`config.mk`:
```
export PLATFORM = sky130hd
export DESIGN_NAME = fpc_plane_table
export DESIGN_NICKNAME = d
export VERILOG_FILES = /design/src/hdl/fpc_pkg.sv /design/src/hdl/fpc_plane_table.sv
export SDC_FILE = /design/constraint.sdc
export NUM_CORES = 1
export LEC_CHECK = 0
export BUFFER_PORTS_ARGS = -buffer_cell sky130_fd_sc_hd__buf_4
export CAP_MARGIN = 20
export CORE_AREA = 2 2 318 320
export CTS_BUF_LIST = sky130_fd_sc_hd__clkbuf_16
export CTS_CLUSTER_DIAMETER = 60
export DETAILED_ROUTE_END_ITERATION = 6
export DIE_AREA = 0 0 320 322
export GPL_ROUTABILITY_DRIVEN = 1
export PLACE_DENSITY_LB_ADDON = 0.1
export SYNTH_ARGS = -nofsm -noshare
export SYNTH_HDL_FRONTEND = slang
export SYNTH_SLANG_ARGS = --single-unit
```
`constraint.sdc`:
```
create_clock -name clk -period 2.8 [get_ports clk]
set_clock_uncertainty 0.2 [all_clocks]
set_input_delay 0.84 -clock clk [delete_from_list [all_inputs] [get_ports clk]]
set_output_delay 0.84 -clock clk [all_outputs]
set_load 0.05 [all_outputs]
```
`src/hdl/fpc_pkg.sv`:
```
package fpc_pkg;

	localparam int DEF_NUM_PLANES = 6;
	localparam int DEF_FRAC_BITS  = 16;

	localparam int COORD_W  = 32;
	localparam int RADIUS_W = 31;
	localparam int PLANE_W  = 3;
	localparam int COEF_W   = 2;
	localparam int KIND_W   = 3;
	localparam int PROD_W   = 2 * COORD_W;
	// Three full products plus the shifted offset and radius term fit in 66 bits signed
	// for every fraction width up to 24.
	localparam int ACC_W    = PROD_W + 2;
	localparam int CORNERS  = 8;

	// Slave tdata layout, lowest bit first
	localparam int PLANE_LSB  = 0;
	localparam int COEF_LSB   = PLANE_LSB + PLANE_W;
	localparam int VALUE_LSB  = COEF_LSB + COEF_W;
	localparam int XL_LSB     = VALUE_LSB + COORD_W;
	localparam int YL_LSB     = XL_LSB + COORD_W;
	localparam int ZL_LSB     = YL_LSB + COORD_W;
	localparam int XH_LSB     = ZL_LSB + COORD_W;
	localparam int YH_LSB     = XH_LSB + COORD_W;
	localparam int ZH_LSB     = YH_LSB + COORD_W;
	localparam int RADIUS_LSB = ZH_LSB + COORD_W;
	localparam int IN_USED_W  = RADIUS_LSB + RADIUS_W;
	localparam int IN_TDATA_W = ((IN_USED_W + 7) / 8) * 8;
	localparam int OUT_TDATA_W = 8;

	typedef enum logic [KIND_W-1:0] {
		KIND_WRITE    = 3'd0,
		KIND_POINT    = 3'd1,
		KIND_SPHERE   = 3'd2,
		KIND_BOX_ANY  = 3'd3,
		KIND_BOX_FULL = 3'd4
	} kind_t;

	typedef enum logic [COEF_W-1:0] {
		COEF_A = 2'd0,
		COEF_B = 2'd1,
		COEF_C = 2'd2,
		COEF_D = 2'd3
	} coef_sel_t;

	typedef struct packed {
		logic signed [COORD_W-1:0] a;
		logic signed [COORD_W-1:0] b;
		logic signed [COORD_W-1:0] c;
		logic signed [COORD_W-1:0] d;
	} plane_t;

	typedef struct packed {
		logic                      en;
		logic [PLANE_W-1:0]        plane;
		coef_sel_t                 coef;
		logic signed [COORD_W-1:0] data;
	} coef_wr_t;

	typedef struct packed {
		logic signed [COORD_W-1:0] xl;
		logic signed [COORD_W-1:0] yl;
		logic signed [COORD_W-1:0] zl;
		logic signed [COORD_W-1:0] xh;
		logic signed [COORD_W-1:0] yh;
		logic signed [COORD_W-1:0] zh;
		logic signed [ACC_W-1:0]   bias;
	} shape_t;

	typedef struct packed {
		logic s2;
		logic s3;
		logic s4;
	} pipe_en_t;

endpackage

```
`src/hdl/fpc_plane_table.sv`:
```
module fpc_plane_table #(
	parameter int NUM_PLANES = fpc_pkg::DEF_NUM_PLANES
) (
	input  logic             clk,
	input  logic             arst_n,
	input  fpc_pkg::coef_wr_t wr,
	output fpc_pkg::plane_t  planes [NUM_PLANES]
);
	import fpc_pkg::*;

	plane_t planes_q [NUM_PLANES];

	// Out-of-range plane numbers match no entry and are dropped
	always_ff @(posedge clk or negedge arst_n) begin
		if (!arst_n) begin
			for (int p = 0; p < NUM_PLANES; p++) begin
				planes_q[p] <= '0;
			end
		end else if (wr.en) begin
			for (int p = 0; p < NUM_PLANES; p++) begin
				if (wr.plane == PLANE_W'(p)) begin
					unique case (wr.coef)
						COEF_A: planes_q[p].a <= wr.data;
						COEF_B: planes_q[p].b <= wr.data;
						COEF_C: planes_q[p].c <= wr.data;
						COEF_D: planes_q[p].d <= wr.data;
					endcase
				end
			end
		end
	end

	assign planes = planes_q;

endmodule

```
==> results.py, run 1 <==
metrics = {
    "yosys": {
        "yosysWarningCount": 0,
        "synthesis.nets": 1756,
        "syn_avg_cell_area_um2": 16.8,
        "ys_seq_area_share_pct": 66.5,
        "ys_types": 21,
        "ys_seq_elements": 768,
        "syn-cell-area_mm2": 0.0289,
        "synth_cells": 1716,
    },
    "worst_hold_path": {
        "whs_path_depth": 1,
        "timing.hold.worst.class": "reg2reg",
    },
    "critical_path": {
        "required_ns": 1.76,
        "crit_chain": "buf_4",
        "startpoint_type": "flip-flop",
        "critical_path.endpoint_type": "output pin",
        "critPathTopFamily": "flip-flops",
        "critPathKind": "reg2out",
        "crit_arrival_ns": 1.27,
        "max_stage_delay_ns": 0.41,
        "worst_path_max_delay_cell": "dfrtp_1",
        "critPathBufInv": 1,
        "path_depth": 1,
        "crit_fanout": 2,
        "r2r_cells": 1,
    },
    "finish": {
        "fin_nets": 2593,
        "final_cell_count_no_fill": 3930,
        "layout_commonest_cell": "buf_4",
        "final_core_util_pct": 40.3,
        "drive_above_1_share_pct": 68.4,
        "final_cell_mix": "buf_4, dfrtp_1, mux2_2, clkbuf_16, buf_12",
        "largest_reg_flops": 768,
        "area_growth_syn_to_layout_pct": 38.7,
    },
    "floorplan": {
        "start_util_pct": 29.0,
        "pin_count": 808,
        "die_area_mm2": 0.103,
        "fp.dieW_um": 320,
        "num_rows": 116,
        "dieHeight_um": 322,
        "core_mm2": 0.0996,
    },
    "power_and_ir_drop": {
        "p_comb_share_pct": 36.3,
        "power-per-cell-area_mw_per_mm2": 1040,
        "p_int_w": 0.0249,
        "p_total_w": 0.0417,
        "ir_worst_vdd_mv": 0.575,
        "clockPowerShare_pct": 28.9,
        "p_sw_w": 0.0168,
        "power_frac_seq_pct": 34.8,
        "p_sw_share_pct": 40.3,
        "leakagePower_nw": 20.0,
    },
    "timing": {
        "timing.fmax_mhz": 432,
        "finalHoldViolCount": 0,
        "slew_viol_final": 0,
        "period_minus_slack_ns": 2.31,
        "rsz0062_at_grt": "no",
        "setup_violations": 0,
        "period_share_pct": 82.7,
        "tns_ns": 0,
        "tightest_slew_ns": 0.624,
        "relSlewSlack_pct": 58.4,
    },
    "routing": {
        "wl_um": 109000,
        "drtPass1Iterations": 4,
        "wl_per_cell_um": 27.8,
        "vias": 18300,
        "antenna_left": 0,
        "drc": 0,
        "viasPerCell": 4.65,
        "drt_iter0_drc": 750,
    },
    "global_route": {
        "grt_pass1_wl_um": 154000,
        "grt_usage_pct": 20.9,
        "grt_pass1_vias": 19500,
        "grt_overflow": 0,
        "antenna_found_initial": 9,
        "grt_max_degree": 93,
    },
    "place": {
        "gp_congestion": 0.786,
        "hpwl_um": 76100,
        "io_buffers": 807,
        "place_inst": 3753,
    },
    "cts": {
        "clkLatencyLatePin_ns": 0.65,
        "cts_resized": 0,
        "clk_path_buf_depth": 3,
        "path_clk_slew_ns": 0.06,
        "clock-sinks": 768,
        "hold_buffers": 1,
        "numCtsBuffers": 95,
        "cts_tree": "done",
        "cts-htree-levels": 3,
        "root_buffer": "clkbuf_16",
        "cts_setup_buffers": 0,
    },
    "run": {
        "max_cap_viol_count": 0,
    },
    "status": {
        "status": "finished clean",
    },
}
[layer usage]
metal	track usage, %	part of all wire [%]	vias to the layer above
li1	-	-	7733
met1	24.6	39	9732
met2	34.8	49	642
met3	6.97	8.1	169
met4	8.83	4.0	0
met5	0	0	-
[power groups by stage]
stage / combinational [W] / sequential [W] / clock [W]
CTS: 0.0153 / 0.0145 / 0.0124
detailed placement: 0.0153 / 0.0147 / 0
floorplan: 0.00206 / 0.0222 / 0
finish: 0.0151 / 0.0145 / 0.0121
global placement: 0.0152 / 0.0146 / 0
global route: 0.0156 / 0.0148 / 0.0129
[cell usage after synthesis, drive strengths merged]
library cell  number  area, um2
and2               1       6.26
and3               3       18.8
and4               2       17.5
and4bb             2       25.0
buf               74        434
clkbuf            71        272
dfrtp            768      19200
mux2             768       8760
nand2             10       37.5
nand3              4       20.0
nand4              2       12.5
nand4b             1       8.76
nor2               2       7.51
nor2b              6       37.5
nor4b              1       15.0
or3                1       6.26
[final timing paths]
| path | start | to | slack, ns |
|---|---|---|---|
| worst max-delay path | planes[656]$_DFFE_PN0P_ | planes[656] | 0.49 |
| worst min-delay path | planes[13]$_DFFE_PN0P_ | planes[13]$_DFFE_PN0P_ | 0.29 |
| worst max register to register | planes[475]$_DFFE_PN0P_ | planes[475]$_DFFE_PN0P_ | 1.80 |
| worst min register to register | planes[13]$_DFFE_PN0P_ | planes[13]$_DFFE_PN0P_ | 0.29 |
| max in group asynchronous | arst_n | planes[419]$_DFFE_PN0P_ | 0.96 |
| min in group asynchronous | arst_n | planes[438]$_DFFE_PN0P_ | 0.52 |
[cell families after synthesis]
kind of cell / count (synthesis) / share of synthesized area, %
DFF: 768 / 66.5
buffers and inverters: 145 / 2.44
and+or+nand+nor: 35 / 0.736
muxes: 768 / 30.3
[area by class of cell]
| class | instances | area [um2] |
|---|---|---|
| Antenna cell | 6 | 15.0 |
| Clock buffer | 98 | 2450 |
| Clock inverter | 72 | 612 |
| Fill cell | 9342 | 59500 |
| Multi-Input combinational cell | 803 | 9050 |
| Sequential cell | 768 | 19200 |
| Tap cell | 1298 | 1620 |
| Timing Repair Buffer | 885 | 7120 |
[stage by stage]
stage	hold slack, ns	instance area, um2	setup slack [ns]
CTS	0.291	40100	0.411
global route	0.310	40100	0.411
global placement	0.273	37000	0.160
finish	0.292	40100	0.485
detailed placement	0.278	37000	0.104
floorplan	0.344	28900	0.470
Power figures use the tool's default switching activity.
==> run 2, diff against run 1 <==
- clock period: 2.8 -> 1.9 ns (I/O delays scaled with it)
==> run 2 against run 1 <==
  * Critical endpoint is now planes[484]
  * Power grew 58%
  * Via count rose by 4.9%
  * Sequential power rose by 52%
  * Hold slack worse by 0.14 ns
  * Global-route usage hardly changed
  * Setup slack worse by 0.61 ns
  * Combinational power grew 72%
  * Register-to-register slack got worse by 1.1 ns
  * The run now ends with negative setup slack left
  * Non-clock buffer count grew 249
  * Die area is the same
  * Sequential share of layout area down 5.8 points
  * Highest routed layer is now met5
  * Cell area up 14%
==> results.py, run 2 (synthesized netlist as in run 1, its figures left out) <==
metrics = {
    "floorplan": {
        "die_area_mm2": 0.103,
        "core_mm2": 0.0996,
        "start_util_pct": 29.0,
        "num_rows": 116,
        "dieHeight_um": 322,
        "fp.dieW_um": 320,
        "pin_count": 808,
    },
    "timing": {
        "timing.fmax_mhz": 493,
        "relSlewSlack_pct": 65.9,
        "tns_ns": -57.89,
        "finalHoldViolCount": 0,
        "period_share_pct": 107,
        "slew_viol_final": 0,
        "worst_slack_ns": -0.128,
        "rsz0062_at_grt": "yes",
        "tightest_slew_ns": 0.512,
        "period_minus_slack_ns": 2.03,
        "setup_violations": 768,
    },
    "power_and_ir_drop": {
        "p_total_w": 0.0658,
        "leakagePower_nw": 22.4,
        "ir_worst_vdd_mv": 0.898,
        "power-per-cell-area_mw_per_mm2": 1440,
    },
    "status": {
        "status": "finished with violations",
        "violations": "negative setup slack",
    },
    "routing": {
        "drtPass1Iterations": 4,
        "wl_per_cell_um": 26.2,
        "wl_um": 110000,
        "drc": 0,
        "vias": 19200,
        "viasPerCell": 4.59,
        "antenna_left": 0,
        "drt_iter0_drc": 722,
    },
    "critical_path": {
        "startpoint_type": "flip-flop",
        "r2r_cells": 3,
        "max_stage_delay_ns": 0.42,
        "crit_fanout": 2,
        "r2r-start": "planes[441]$_DFFE_PN0P_",
        "rrSetupSlack_ns": 0.67,
        "critPathTopFamily": "flip-flops",
        "critPathKind": "reg2out",
        "critPathBufInv": 1,
        "required_ns": 1.13,
        "crit_chain": "buf_6",
        "worst_r2r_endpoint": "planes[441]$_DFFE_PN0P_",
        "critical_path.endpoint_type": "output pin",
        "crit_arrival_ns": 1.26,
        "worst_path_max_delay_cell": "dfrtp_1",
    },
    "cts": {
        "path_clk_slew_ns": 0.06,
        "clock-sinks": 768,
        "clk_path_buf_depth": 3,
        "clkLatencyLatePin_ns": 0.66,
        "cts_tree": "done",
        "cts-htree-levels": 3,
        "root_buffer": "clkbuf_16",
        "numCtsBuffers": 94,
    },
    "finish": {
        "largest_reg_flops": 768,
        "final_cell_mix": "dfrtp_1, buf_6, mux2_2, buf_4, mux2_4",
        "drive_above_1_share_pct": 71.5,
        "area_growth_syn_to_layout_pct": 57.7,
        "layout_commonest_cell": "dfrtp_1",
        "fin_nets": 2841,
    },
    "worst_hold_path": {
        "timing.hold.worst.class": "in2async",
    },
    "global_route": {
        "grt_max_degree": 67,
        "antenna_found_initial": 7,
        "grt_usage_pct": 20.9,
        "grt_pass1_vias": 20800,
        "grt_pass1_wl_um": 155000,
        "grt_overflow": 0,
    },
    "place": {
        "pre_cts_ws_ns": -0.456,
        "hpwl_um": 76000,
        "io_buffers": 807,
        "gp_congestion": 0.779,
    },
    "run": {
        "max_cap_viol_count": 0,
    },
}
## run 2: changes by cell type in the layout (fill, tap and decap cells not counted), sizes merged
cell / delta
clkbuf: -1
diode: -5
clkinv: +10
bufinv: +1
buf: +249
inv: -7
## run 2: final cells by class
cell class,count,area [um2]
Fill cell,8957,54000
Tap cell,1298,1620
Antenna cell,1,2.50
Clock inverter,76,656
Clock buffer,97,2430
Sequential cell,768,19200
Multi-Input combinational cell,803,9600
Timing Repair Buffer,1134,12000
## run 2: worst max path at each step
stage / end / startpoint / depth (start not counted) / slack [ns]
CTS: planes[74] / planes[74]$_DFFE_PN0P_ / 1 / -0.19
finish: planes[484] / planes[484]$_DFFE_PN0P_ / 1 / -0.13
detailed placement: planes[223]$_DFFE_PN0P_ / wr[33] / 6 / -0.46
global placement: planes[199]$_DFFE_PN0P_ / wr[33] / 6 / -0.46
global route: planes[484] / planes[484]$_DFFE_PN0P_ / 1 / -0.18
floorplan: planes[641]$_DFFE_PN0P_ / wr[36] / 5 / -0.10
## run 2: routing by layer
metal	vias to the layer above	track usage [%]	part of all wire, %	wire, um
met1	10100	24.2	39	42600
met2	708	35.0	49	53400
met4	4	7.51	3.3	3560
met3	155	8.07	9.1	9970
li1	8210	-	-	-
met5	-	0	0.018	20
## run 2: report_power, final
| part | leakage, nW | switching [W] | internal, W | total [W] |
|---|---|---|---|---|
| Combinational | 11.0 | 0.0160 | 0.0100 | 0.0260 |
| Clock | 1.55 | 0.00720 | 0.0106 | 0.0178 |
| Sequential | 9.82 | 0.00243 | 0.0196 | 0.0220 |
## run 2: metrics by stage
step / util, % / instances / area (um2) / hold slack, ns
2_1_floorplan: - / 1716 / 29600 / 0.0744
3_3_place_gp: 38.2 / 3789 / 38000 / 0.226
3_5_place_dp: 38.2 / 3789 / 38000 / 0.224
4_1_cts: 45.2 / 4098 / 45000 / 0.0953
5_1_grt: 45.8 / 4176 / 45600 / 0.123
6_report: 45.8 / 4177 / 45600 / 0.149
## run 2: repair_timing
| item | CTS | global route |
|---|---|---|
| setup buffers | 135 | 78 |
| resized for setup | 769 | 0 |
| hold buffers | 1 | 0 |
| hold endpoints to repair | 95 | 0 |
| setup endpoints to repair | 768 | 768 |
